===== config.mk =====
export PLATFORM = sky130hd
export DESIGN_NAME = card_tap_classifier_core
export DESIGN_NICKNAME = d
export VERILOG_FILES = /design/src/rtl/core/ctc_pkg.sv /design/src/rtl/core/card_tap_classifier_core.sv
export SDC_FILE = /design/constraint.sdc
export NUM_CORES = 1
export LEC_CHECK = 0
export BUFFER_PORTS_ARGS = -buffer_cell sky130_fd_sc_hd__buf_2
export CORE_MARGIN = 10
export CORE_UTILIZATION = 56
export DETAILED_ROUTE_END_ITERATION = 10
export PLACE_DENSITY_LB_ADDON = 0.15
export SLEW_MARGIN = 5
export SYNTH_ARGS = -nofsm -noshare
export SYNTH_HDL_FRONTEND = slang
export SYNTH_SLANG_ARGS = --single-unit

===== constraint.sdc =====
create_clock -name clk -period 9.9 [get_ports clk]
set_input_delay 1.485 -clock clk [delete_from_list [all_inputs] [get_ports clk]]
set_output_delay 1.485 -clock clk [all_outputs]
set_load 0.02 [all_outputs]

===== src/rtl/core/ctc_pkg.sv =====
// ----------------------------------------------------------------------------
// ctc_pkg
// shared types, codes and sizes of the card tap classifier
// ----------------------------------------------------------------------------
`default_nettype none

package ctc_pkg;

  // table and identifier sizes
  localparam int SLOT_COUNT = 4;
  localparam int ID_BYTES   = 7;
  localparam int SLOT_W     = (SLOT_COUNT > 1) ? $clog2(SLOT_COUNT) : 1;

  // fixed field widths
  localparam int CMD_W  = 3;
  localparam int ID_W   = 56;
  localparam int LEN_W  = 3;
  localparam int TIME_W = 32;
  localparam int TSLOT_W = 4;
  localparam int CFG_W  = 16;
  localparam int CNT_W  = 16;
  localparam int NUM_CNT = 5;

  localparam logic [LEN_W-1:0] LEN_MAX = LEN_W'(ID_BYTES);
  localparam logic [CNT_W-1:0] CNT_MAX = '1;

  // register indexes on the configuration port
  localparam logic REG_WINDOW   = 1'b0;
  localparam logic REG_DEBOUNCE = 1'b1;

  localparam logic [CFG_W-1:0] WINDOW_RESET   = 16'd2000;
  localparam logic [CFG_W-1:0] DEBOUNCE_RESET = 16'd500;

  typedef enum logic [CMD_W-1:0] {
    CMD_NO_CARD     = 3'd0,
    CMD_CARD_READ   = 3'd1,
    CMD_READ_FAILED = 3'd2,
    CMD_REGISTER    = 3'd3,
    CMD_CLEAR_STATS = 3'd4
  } cmd_t;

  typedef enum logic [1:0] {
    EV_NONE    = 2'd0,
    EV_FIRST   = 2'd1,
    EV_DOUBLE  = 2'd2,
    EV_UNKNOWN = 2'd3
  } event_t;

  typedef enum logic [1:0] {
    RS_NONE       = 2'd0,
    RS_REGISTERED = 2'd1,
    RS_BAD_SLOT   = 2'd2,
    RS_DUPLICATE  = 2'd3
  } reg_status_t;

  // led patterns
  localparam logic [2:0] LED_OFF   = 3'b000;
  localparam logic [2:0] LED_RED   = 3'b001;
  localparam logic [2:0] LED_GREEN = 3'b010;
  localparam logic [2:0] LED_BLUE  = 3'b100;

  // counter slots
  localparam int CNT_TOTAL   = 0;
  localparam int CNT_VALID   = 1;
  localparam int CNT_UNKNOWN = 2;
  localparam int CNT_SINGLE  = 3;
  localparam int CNT_DOUBLE  = 4;

endpackage

`default_nettype wire


===== src/rtl/core/card_tap_classifier_core.sv =====
// ----------------------------------------------------------------------------
// card_tap_classifier_core
// card poll classifier: debounce, slot lookup, single and double tap events
// ----------------------------------------------------------------------------
// One poll per transfer on the input channel gives one result transfer on the
// output channel. The block takes a new poll every clock cycle while out_stall
// stays low; a poll goes through the input register and then the result
// register before its result can transfer. The rate is set by the single pass
// through the four parallel identifier compares, the three timestamp
// subtractions and the counter update, all between those registers. A result
// that waits on out_stall holds the input register, and in_stall rises only
// when both registers are full. The slot table has no clearing pass: a slot's
// identifier is only looked at once the slot has been registered. The two
// timing registers sit on an APB-style port at byte addresses 0 (double tap
// window) and 4 (debounce time); the user must write them only while no poll
// is in flight, as the block itself does not enforce this.
`default_nettype none

module card_tap_classifier_core
  import ctc_pkg::*;
(
  input  wire  logic                 clk,
  input  wire  logic                 rst,

  // configuration port
  input  wire  logic                 psel,
  input  wire  logic                 penable,
  input  wire  logic                 pwrite,
  input  wire  logic [2:0]           paddr,
  input  wire  logic [31:0]          pwdata,
  output       logic [31:0]          prdata,
  output       logic                 pready,

  // poll channel
  input  wire  logic                 in_valid,
  output       logic                 in_stall,
  input  wire  logic [CMD_W-1:0]     command,
  input  wire  logic [ID_W-1:0]      card_id,
  input  wire  logic [LEN_W-1:0]     card_id_bytes,
  input  wire  logic [TIME_W-1:0]    time_ms,
  input  wire  logic [TSLOT_W-1:0]   target_slot,

  // result channel
  output       logic                 out_valid,
  input  wire  logic                 out_stall,
  output       logic [1:0]           event_res,
  output       logic                 single_confirmed,
  output       logic                 slot_found,
  output       logic [1:0]           matched_slot,
  output       logic [2:0]           leds,
  output       logic [1:0]           register_status,
  output       logic [CNT_W-1:0]     total_reads,
  output       logic [CNT_W-1:0]     valid_reads,
  output       logic [CNT_W-1:0]     unknown_reads,
  output       logic [CNT_W-1:0]     single_taps,
  output       logic [CNT_W-1:0]     double_taps
);

  function automatic logic [CNT_W-1:0] sat_inc(input logic [CNT_W-1:0] v);
    return (v == CNT_MAX) ? v : v + CNT_W'(1);
  endfunction

  // --------------------------------------------------------------------------
  // configuration registers
  // --------------------------------------------------------------------------
  logic [CFG_W-1:0] window_ms;
  logic [CFG_W-1:0] debounce_ms;
  logic             cfg_write;

  assign pready    = 1'b1;
  assign cfg_write = psel && penable && pwrite && pready;

  always_ff @(posedge clk) begin
    if (rst) begin
      window_ms   <= WINDOW_RESET;
      debounce_ms <= DEBOUNCE_RESET;
    end else if (cfg_write) begin
      // register index is the word address
      if (paddr[2] == REG_WINDOW) begin
        window_ms <= pwdata[CFG_W-1:0];
      end else begin
        debounce_ms <= pwdata[CFG_W-1:0];
      end
    end
  end

  always_comb begin
    if (paddr[2] == REG_DEBOUNCE) begin
      prdata = {{(32-CFG_W){1'b0}}, debounce_ms};
    end else begin
      prdata = {{(32-CFG_W){1'b0}}, window_ms};
    end
  end

  // --------------------------------------------------------------------------
  // input register and flow control
  // --------------------------------------------------------------------------
  logic                 s1_valid;
  logic [CMD_W-1:0]     s1_cmd;
  logic [ID_W-1:0]      s1_id;
  logic [LEN_W-1:0]     s1_len;
  logic [TIME_W-1:0]    s1_time;
  logic [TSLOT_W-1:0]   s1_tslot;
  logic                 advance;
  logic                 accept_in;

  // the held poll moves on when the result register is free or being emptied
  assign advance   = s1_valid && (!out_valid || !out_stall);
  assign in_stall  = s1_valid && !advance;
  assign accept_in = in_valid && !in_stall;

  always_ff @(posedge clk) begin
    if (rst) begin
      s1_valid <= 1'b0;
    end else if (accept_in) begin
      s1_valid <= 1'b1;
    end else if (advance) begin
      s1_valid <= 1'b0;
    end
  end

  always_ff @(posedge clk) begin
    if (accept_in) begin
      s1_cmd   <= command;
      s1_id    <= card_id;
      s1_len   <= card_id_bytes;
      s1_time  <= time_ms;
      s1_tslot <= target_slot;
    end
  end

  // --------------------------------------------------------------------------
  // classifier state
  // --------------------------------------------------------------------------
  logic [ID_W-1:0]   slot_id     [SLOT_COUNT];
  logic [LEN_W-1:0]  slot_len    [SLOT_COUNT];
  logic [SLOT_COUNT-1:0] slot_valid;

  logic [ID_W-1:0]   prev_id;
  logic [LEN_W-1:0]  prev_len;
  logic              prev_valid;
  logic [TIME_W-1:0] detect_time;
  logic [TIME_W-1:0] tap_time;
  logic              awaiting;
  logic              card_present;
  logic              cur_found;
  logic [SLOT_W-1:0] cur_index;
  logic [2:0]        led_state;
  logic [CNT_W-1:0]  stat [NUM_CNT];

  // next values
  logic              prev_write;
  logic [TIME_W-1:0] tap_time_next;
  logic              awaiting_next;
  logic              card_present_next;
  logic              cur_found_next;
  logic [SLOT_W-1:0] cur_index_next;
  logic [2:0]        led_state_next;
  logic [CNT_W-1:0]  stat_next [NUM_CNT];
  logic              slot_write;
  logic [1:0]        event_next;
  logic [1:0]        status_next;
  logic              single_next;

  // per-poll terms
  logic [LEN_W-1:0]  len_sat;
  logic [ID_W-1:0]   id_masked;
  logic [SLOT_COUNT-1:0] slot_hit;
  logic              any_hit;
  logic [SLOT_W-1:0] hit_index;
  logic [TIME_W-1:0] detect_gap;
  logic [TIME_W-1:0] tap_gap;
  logic              is_repeat;
  logic              slot_bad;
  logic [TIME_W-1:0] wait_gap;

  // lengths beyond the identifier size saturate; bytes above the length drop
  always_comb begin
    len_sat = (s1_len > LEN_MAX) ? LEN_MAX : s1_len;
    for (int b = 0; b < ID_W / 8; b++) begin
      id_masked[8*b +: 8] = (LEN_W'(b) < len_sat) ? s1_id[8*b +: 8] : 8'h00;
    end
  end

  // parallel lookup over the slot table, lowest matching slot wins
  always_comb begin
    for (int i = 0; i < SLOT_COUNT; i++) begin
      slot_hit[i] = slot_valid[i] && (slot_len[i] == len_sat) &&
                    (slot_id[i] == id_masked);
    end
    any_hit   = |slot_hit;
    hit_index = '0;
    for (int i = SLOT_COUNT - 1; i >= 0; i--) begin
      if (slot_hit[i]) begin
        hit_index = SLOT_W'(i);
      end
    end
  end

  assign detect_gap = s1_time - detect_time;
  assign tap_gap    = s1_time - tap_time;
  assign is_repeat  = prev_valid && (prev_id == id_masked) && (prev_len == len_sat) &&
                      (detect_gap < {{(TIME_W-CFG_W){1'b0}}, debounce_ms});
  assign slot_bad   = {1'b0, s1_tslot} >= (TSLOT_W+1)'(SLOT_COUNT);

  always_comb begin
    prev_write        = 1'b0;
    tap_time_next     = tap_time;
    awaiting_next     = awaiting;
    card_present_next = card_present;
    cur_found_next    = cur_found;
    cur_index_next    = cur_index;
    led_state_next    = led_state;
    slot_write        = 1'b0;
    event_next        = EV_NONE;
    status_next       = RS_NONE;
    single_next       = 1'b0;
    for (int c = 0; c < NUM_CNT; c++) begin
      stat_next[c] = stat[c];
    end

    unique case (s1_cmd)
      CMD_NO_CARD: begin
        if (card_present) begin
          card_present_next = 1'b0;
          led_state_next    = LED_OFF;
        end
      end
      CMD_CARD_READ: begin
        if (!is_repeat) begin
          card_present_next    = 1'b1;
          prev_write           = 1'b1;
          stat_next[CNT_TOTAL] = sat_inc(stat[CNT_TOTAL]);
          if (!any_hit) begin
            cur_found_next         = 1'b0;
            cur_index_next         = '0;
            stat_next[CNT_UNKNOWN] = sat_inc(stat[CNT_UNKNOWN]);
            led_state_next         = LED_RED;
            event_next             = EV_UNKNOWN;
          end else begin
            cur_found_next       = 1'b1;
            cur_index_next       = hit_index;
            stat_next[CNT_VALID] = sat_inc(stat[CNT_VALID]);
            if (awaiting && (tap_gap <= {{(TIME_W-CFG_W){1'b0}}, window_ms})) begin
              // second tap inside the window, counted once here
              awaiting_next         = 1'b0;
              stat_next[CNT_DOUBLE] = sat_inc(stat[CNT_DOUBLE]);
              led_state_next        = LED_GREEN;
              event_next            = EV_DOUBLE;
            end else begin
              awaiting_next  = 1'b1;
              tap_time_next  = s1_time;
              led_state_next = LED_BLUE;
              event_next     = EV_FIRST;
            end
          end
        end
      end
      CMD_REGISTER: begin
        if (slot_bad) begin
          status_next = RS_BAD_SLOT;
        end else if (any_hit) begin
          status_next = RS_DUPLICATE;
        end else begin
          slot_write     = 1'b1;
          led_state_next = LED_OFF;
          status_next    = RS_REGISTERED;
        end
      end
      CMD_CLEAR_STATS: begin
        for (int c = 0; c < NUM_CNT; c++) begin
          stat_next[c] = '0;
        end
      end
      default: begin
        // read failed and unused codes only run the timeout check
      end
    endcase

    // second-tap wait timeout, after the command has been applied
    wait_gap = s1_time - tap_time_next;
    if (awaiting_next && (wait_gap > {{(TIME_W-CFG_W){1'b0}}, window_ms})) begin
      awaiting_next         = 1'b0;
      stat_next[CNT_SINGLE] = sat_inc(stat_next[CNT_SINGLE]);
      led_state_next        = LED_GREEN;
      single_next           = 1'b1;
    end
  end

  // control state
  always_ff @(posedge clk) begin
    if (rst) begin
      slot_valid   <= '0;
      prev_valid   <= 1'b0;
      awaiting     <= 1'b0;
      card_present <= 1'b0;
      cur_found    <= 1'b0;
      cur_index    <= '0;
      led_state    <= LED_OFF;
      for (int c = 0; c < NUM_CNT; c++) begin
        stat[c] <= '0;
      end
    end else if (advance) begin
      if (slot_write) begin
        slot_valid[s1_tslot[SLOT_W-1:0]] <= 1'b1;
      end
      if (prev_write) begin
        prev_valid <= 1'b1;
      end
      awaiting     <= awaiting_next;
      card_present <= card_present_next;
      cur_found    <= cur_found_next;
      cur_index    <= cur_index_next;
      led_state    <= led_state_next;
      for (int c = 0; c < NUM_CNT; c++) begin
        stat[c] <= stat_next[c];
      end
    end
  end

  // payload state, only read behind a valid flag
  always_ff @(posedge clk) begin
    if (advance) begin
      if (slot_write) begin
        slot_id[s1_tslot[SLOT_W-1:0]]  <= id_masked;
        slot_len[s1_tslot[SLOT_W-1:0]] <= len_sat;
      end
      if (prev_write) begin
        prev_id     <= id_masked;
        prev_len    <= len_sat;
        detect_time <= s1_time;
      end
      tap_time <= tap_time_next;
    end
  end

  // --------------------------------------------------------------------------
  // result register
  // --------------------------------------------------------------------------
  always_ff @(posedge clk) begin
    if (rst) begin
      out_valid <= 1'b0;
    end else if (advance) begin
      out_valid <= 1'b1;
    end else if (!out_stall) begin
      out_valid <= 1'b0;
    end
  end

  always_ff @(posedge clk) begin
    if (advance) begin
      event_res        <= event_next;
      single_confirmed <= single_next;
      slot_found       <= cur_found_next;
      matched_slot     <= cur_found_next ? 2'(cur_index_next) : 2'b00;
      leds             <= led_state_next;
      register_status  <= status_next;
      total_reads      <= stat_next[CNT_TOTAL];
      valid_reads      <= stat_next[CNT_VALID];
      unknown_reads    <= stat_next[CNT_UNKNOWN];
      single_taps      <= stat_next[CNT_SINGLE];
      double_taps      <= stat_next[CNT_DOUBLE];
    end
  end

endmodule

`default_nettype wire


# After elaboration in Yosys (flattened, before gate mapping)
# Memory sizes are Yosys's and may differ from the RTL's.
# Index checks and enable logic that the tools add are counted.
# Widths: inputs -> output; s select.
# classes
muxes,82
n_addsub,8
n_eq_ne,20
magnitude_cmp,14
bitwise,9
n_reduce_logical,35
# op_table
cell,count
$mux 16,18
$eq 56x56->1,5
$mux 32,4
$pmux 48 s2,1
$sub 32x32->32,3
$add 16x1->16 const B,5
$eq 16x16->1 const B,5
$mux 8,7
$mux 48,1
$gt 32x16->1,1
$le 32x16->1,1
$lt 32x16->1,1
$pmux 16 s2,1
$mux 1,28
$mux 3,8
$mux 2,11
$logic_and 1x1->1,19
$eq 3x3->1,5
$lt 3x3->1 const A,3
$pmux 3 s3,1
$reduce_and 2->1,4
$lt 1x3->1 const A,2
$lt 2x3->1 const A,2
$or 1x1->1,5
20 further kinds,27
# totals
mem_bits_rw,316
reg_bits,359
input_bits,140
n_memories,3
# mem_list
memory,words,word_bits,rd,rd_clocked_by_memory_dff,write_ports,line_no,text
slot_id,4,56,4,0,1,card_tap_classifier_core.sv:135,logic [ID_W-1:0] slot_id [SLOT_COUNT];
stat,5,16,5,0,5,card_tap_classifier_core.sv:149,logic [CNT_W-1:0] stat [NUM_CNT];
slot_len,4,3,4,0,1,card_tap_classifier_core.sv:136,logic [LEN_W-1:0] slot_len [SLOT_COUNT];

# Depth between registers and ports, before layout
# logic_depth
depth_word,15
ltp_mapped,47
mapped_depth_nobuf,44

# Least setup slack after synthesis
# Ideal clock, no wire load.
# synth_path
path_kind,flip-flop to flip-flop
from,register s1_time[0]
to,register detect_time[0] (enable)
arrival_time_ns,9.340
synth_period_minus_slack_ns,9.995
n_path_buf,1
setup_slack_ns,-0.095
path_stages_with_launch,20
setup_time_ns,0.654
cell_sequence,edfxtp_1 > inv_1 > ha_1 > inv_1 > fa_1 > a21o_1 > a311o_1 > and3_1 > nand2b_1 > xor2_1 > ha_1 > nand4_1 > nor2_1 > o221ai_1 > nand4_1 > nor4_1 > nand4_1 > nor4_1 > buf_2 > nor3_1
# synth_between
elab_chain_len,6
# synth_lines
item,line_no,text
"start, declared",card_tap_classifier_core.sv:102,logic [TIME_W-1:0] s1_time;
"start signal, assigned",card_tap_classifier_core.sv:127,s1_time <= time_ms;
$sub 32x32->32,card_tap_classifier_core.sv:200,assign detect_gap = s1_time - detect_time;
$lt 32x16->1,card_tap_classifier_core.sv:203,"(detect_gap < {{(TIME_W-CFG_W){1'b0}}, debounce_ms});"
$logic_and 1x1->1,card_tap_classifier_core.sv:202,assign is_repeat = prev_valid && (prev_id == id_masked) && (prev_len == len_sat) &&
$mux 1,card_tap_classifier_core.sv:230,if (!is_repeat) begin
$mux 1,card_tap_classifier_core.sv:222,unique case (s1_cmd)
$reduce_and 2->1 (no line),--,
"end signal, assigned",card_tap_classifier_core.sv:331,detect_time <= s1_time;
"end, declared",card_tap_classifier_core.sv:142,logic [TIME_W-1:0] detect_time;
# Every way passes these cells.
# A chain may end at the register's enable or synchronous reset.

# Worst setup path after layout
# layout_path
from,register s1_time[9]
to,register led_state[2]
# layout_between
elab_chain_len,11
elab_cells_between_ends,22
cone_classes,add/sub (3); order compare (3); mux (13); reduce/logical (3)
# layout_lines
item,line_no,text
$sub 32x32->32,card_tap_classifier_core.sv:201,assign tap_gap = s1_time - tap_time;
$le 32x16->1,card_tap_classifier_core.sv:244,"if (awaiting && (tap_gap <= {{(TIME_W-CFG_W){1'b0}}, window_ms})) begin"
$logic_and 1x1->1,card_tap_classifier_core.sv:244,
$mux 32,card_tap_classifier_core.sv:244,
$mux 32,card_tap_classifier_core.sv:234,if (!any_hit) begin
$mux 32 (*),card_tap_classifier_core.sv:230,
$mux 32 (*),card_tap_classifier_core.sv:222,
via tap_time_next[1],card_tap_classifier_core.sv:153,logic [TIME_W-1:0] tap_time_next;
$sub 32x32->32 (*),card_tap_classifier_core.sv:281,wait_gap = s1_time - tap_time_next;
$gt 32x16->1 (*),card_tap_classifier_core.sv:282,"if (awaiting_next && (wait_gap > {{(TIME_W-CFG_W){1'b0}}, window_ms})) begin"
$logic_and 1x1->1 (*),card_tap_classifier_core.sv:282,
$mux 3 (*),card_tap_classifier_core.sv:282,
"end signal, assigned",card_tap_classifier_core.sv:314,led_state <= led_state_next;
"end, declared",card_tap_classifier_core.sv:148,logic [2:0] led_state;
# Mark *: on every way through the listed nets, which the timed path passes. The rest lies on a longest branch.

==> impl_metrics.toml <==
[run_status]
outcome = "complete, no violations"

[global_routing]
globalRouteMet1Util = 0.447
grt_use_met2 = 0.455
gr-usage-met3 = 0.0676
grt_start_max_net_pins = 78
grt_most_used_layer = "met2"
grt_pass1_vias = 29612
grt_overflow_total = 0
first_pass_grt_wire_length_um = 185000
combined_global_route_utilization_of_all_metal_layers = 0.309
antenna_violations_before_repair = 3

[floorplanning]
chipWidth_um = 283
die_height_um = 283
starting_utilization_of_the_core_area = 0.564
total_die_area_um2 = 79800
fp.coreArea_um2 = 68500
rows = 96
top_level_ports = 266

[synthesis]
synth.yosys.seq_area_share = 0.513
async_set_or_reset_flop_fraction_in_the_synthesized_netlist = 0
synth.lib_cells_used.distinct = 97
synthesis.area_um2 = 38600
synth.area.top_cells = "sky130_fd_sc_hd__edfxtp_1, sky130_fd_sc_hd__ha_1, sky130_fd_sc_hd__nand2_1"
avgSynthCellArea_um2 = 10.6
syn_warnings = 0
synthTopCellsByCount = "sky130_fd_sc_hd__edfxtp_1, sky130_fd_sc_hd__nand2_1, sky130_fd_sc_hd__inv_1, sky130_fd_sc_hd__nor2_1, sky130_fd_sc_hd__a21oi_1"
syn-instance-count = 3628
yosys_register_bits = 675
synth_largest_area_cell = "sky130_fd_sc_hd__edfxtp_1"
synth_enable_flop_cells = 628
primary_ff_master_synth = "sky130_fd_sc_hd__edfxtp_1"
synthMostInstantiatedCell = "sky130_fd_sc_hd__edfxtp_1"
synth_top_area_share = 0.489

[timing]
report.final.setup_viol = 0
post-route-min-period_ns = 9.53
achievable-frequency_mhz = 105
maxSlewHeadroom = 0.229
worst-slew-pin-transition_ns = 1.15
clock-skew-final_ns = 0.0274
hold_viol_final = 0
timing.final.max_slew_violations = 0
final_min_period_over_clock_period = 0.963
worst_hold_slack_ns = 0.454
fin_ws_ns = 0.367

[min_path]
hold_class = "register to register"
min_delay_path_depth = 2
hold_end = "window_ms[2]"
min-delay-start = "window_ms[2]"

[clock_tree]
path_clk_slew_ns = 0.06
insertion_delay_ns = 0.63
tritoncts_clock_tree = "yes"
total_clock_buffers_created_by_cts = 75
ctsLongestPathBuffers = 3
cts_root_buf = "sky130_fd_sc_hd__clkbuf_16"
htree_levels = 3
cts.sinks = 675
hold_buffers = 0

[finish]
finish.utilization = 0.650
final_cell_count_without_fillers = 4935
fin_nets = 4283
area_growth_pct = 15.4
post_route_cells_drive_above_1_share = 0.170

[detailed_routing]
wire_per_inst_um = 25.6
drt_iter0_drc = 3830
drt_wl_total_um = 126000
drc_errors = 0
vias_per_cell = 6.38
drt.antenna.violating_nets = 0
routed-via-count = 31491
detail_route.first_pass.iterations = 5

[pwr]
maximum_ir_drop_on_the_vdd_rail_mv = 0.137
leakage_power_figure_nw = 17.6
comb_power_share = 0.105
swShare = 0.252
switchingPower_mw = 1.72
power.share.clock = 0.413
power_density_nw_per_um2 = 153
sequential_power_share = 0.482
p_int_mw = 5.09

[run]
timing.max_cap.violations = 0

[critical_path]
worstPathRequired_ns = 10.43
ff2ff_path_depth = 43
cp_data_arrival_time_ns = 10.07
regToRegSetupSlack_ns = 0.37
max_stage_delay_ns = 0.56
worst_path_max_delay_cell = "sky130_fd_sc_hd__or4_1"
startpoint_type = "register"
timing.critical_path.fanout_max = 8
critPathCaptureType = "register"
reg2reg_from = "s1_time[9]"
critical_path.reg2reg.endpoint = "led_state[2]"
path_class = "register to register"

[placed_design]
finalWeightedCongestion = 1.02
post-dp-hpwl_um = 95300
place_inst = 4790
post-place-ws_ns = -0.544
io_buffers = 230
## power groups by stage
| stage | combinational, mW | sequential (mW) | clock (mW) |
|---|---|---|---|
| after floorplan | 0.412 | 3.33 | 0 |
| after global placement | 0.680 | 3.34 | 0 |
| after detailed placement | 0.685 | 3.34 | 0 |
| after CTS | 0.690 | 3.28 | 2.84 |
| after global routing | 0.768 | 3.29 | 2.94 |
| final | 0.712 | 3.28 | 2.81 |
## cell usage in the layout, fill, tap and decap left out, types with 77 or more instances in the layout
cell type	count
sky130_fd_sc_hd__inv_1	251
sky130_fd_sc_hd__a21oi_1	179
sky130_fd_sc_hd__edfxtp_1	628
sky130_fd_sc_hd__xnor2_1	79
sky130_fd_sc_hd__ha_1	141
sky130_fd_sc_hd__clkbuf_16	77
sky130_fd_sc_hd__o21ai_0	143
sky130_fd_sc_hd__buf_4	188
sky130_fd_sc_hd__nand3_1	99
sky130_fd_sc_hd__xor2_1	135
sky130_fd_sc_hd__nor2_1	200
sky130_fd_sc_hd__buf_2	230
sky130_fd_sc_hd__nand2_1	378
sky130_fd_sc_hd__nand4_1	79
## worst max path at each step
stage               start  slack (ns)              end
6_report       s1_time[9]        0.37     led_state[2]
5_1_grt        s1_time[0]       -0.09     led_state[2]
4_1_cts        s1_time[0]        0.03     led_state[2]
3_5_place_dp   s1_time[0]       -0.54  single_taps[14]
3_3_place_gp   s1_time[0]       -0.34  single_taps[14]
2_1_floorplan   s1_len[1]        0.40    slot_id[1][0]
## layout make-up
cell class,count,area (µm²)
diodes,2,5.00
clock buffers,92,1990
clock inverters,43,447
fillers,5492,23900
inverters,255,961
multi-input cells,2562,17600
flip-flops and latches,675,19800
well taps,882,1100
repair buffers,424,2660
## cell families (layout without fill, tap and decap cells)
group | after synthesis | in the layout | synth area share
compound gates | 805 | 805 | 0.144
other cells | 2 | 19 | 0.000195
xor+xnor | 215 | 215 | 0.0490
simple gates | 1265 | 1265 | 0.170
fa+ha+maj | 150 | 150 | 0.0492
buf+inv | 406 | 814 | 0.0443
mux | 110 | 110 | 0.0298
flops | 675 | 675 | 0.513
## critical path: cells and delay by family, from the launching register on
family	cells	cell delay, ns
AND/OR/NAND/NOR	18	3.78
multiplexers	1	0.22
AO/OA/AOI/OAI	15	2.87
buffers and inverters	3	0.39
XOR/XNOR	2	0.36
flip-flops	1	0.46
adder cells (fa/ha/maj)	4	1.36
## per-layer routing
metal | up-vias | part of all wire | routed length [µm]
met5 | - | 0.000071 | 9
met4 | 2 | 0.032 | 4010
met3 | 216 | 0.11 | 14200
met2 | 1599 | 0.43 | 54000
met1 | 15324 | 0.43 | 54200
li1 | 14350 | - | -
## flip-flops by register name, indices dropped and copies added (netlist names), 3 cells and up
name / count
slot_len: 12
leds: 3
detect_time: 32
single_taps: 16
tap_time: 32
led_state: 3
valid_reads: 16
prev_len: 3
slot_id: 224
s1_tslot: 4
s1_len: 3
total_reads: 16
prev_id: 56
double_taps: 16
unknown_reads: 16
s1_cmd: 3
s1_time: 32
stat: 80
debounce_ms: 16
slot_valid: 4
s1_id: 56
window_ms: 16
## per-stage QoR
stage               instance area [µm²]  TNS (ns)  total power [mW]
CTS                               44200         0              6.81
floorplan                         38700         0              3.74
global placement                  41700     -9.35              4.02
global route                      44500    -0.991              7.00
detailed placement                41700    -16.91              4.02
finish                            44500         0              6.81
## what timing repair did
action | 4_1_cts | 5_1_grt
endpoints found under the setup margin | 39 | 39
resized for setup | 22 | 55
buffers inserted | 1 | 7
pin swaps | 10 | 31
Note: power is estimated with default switching activity, not from simulation.
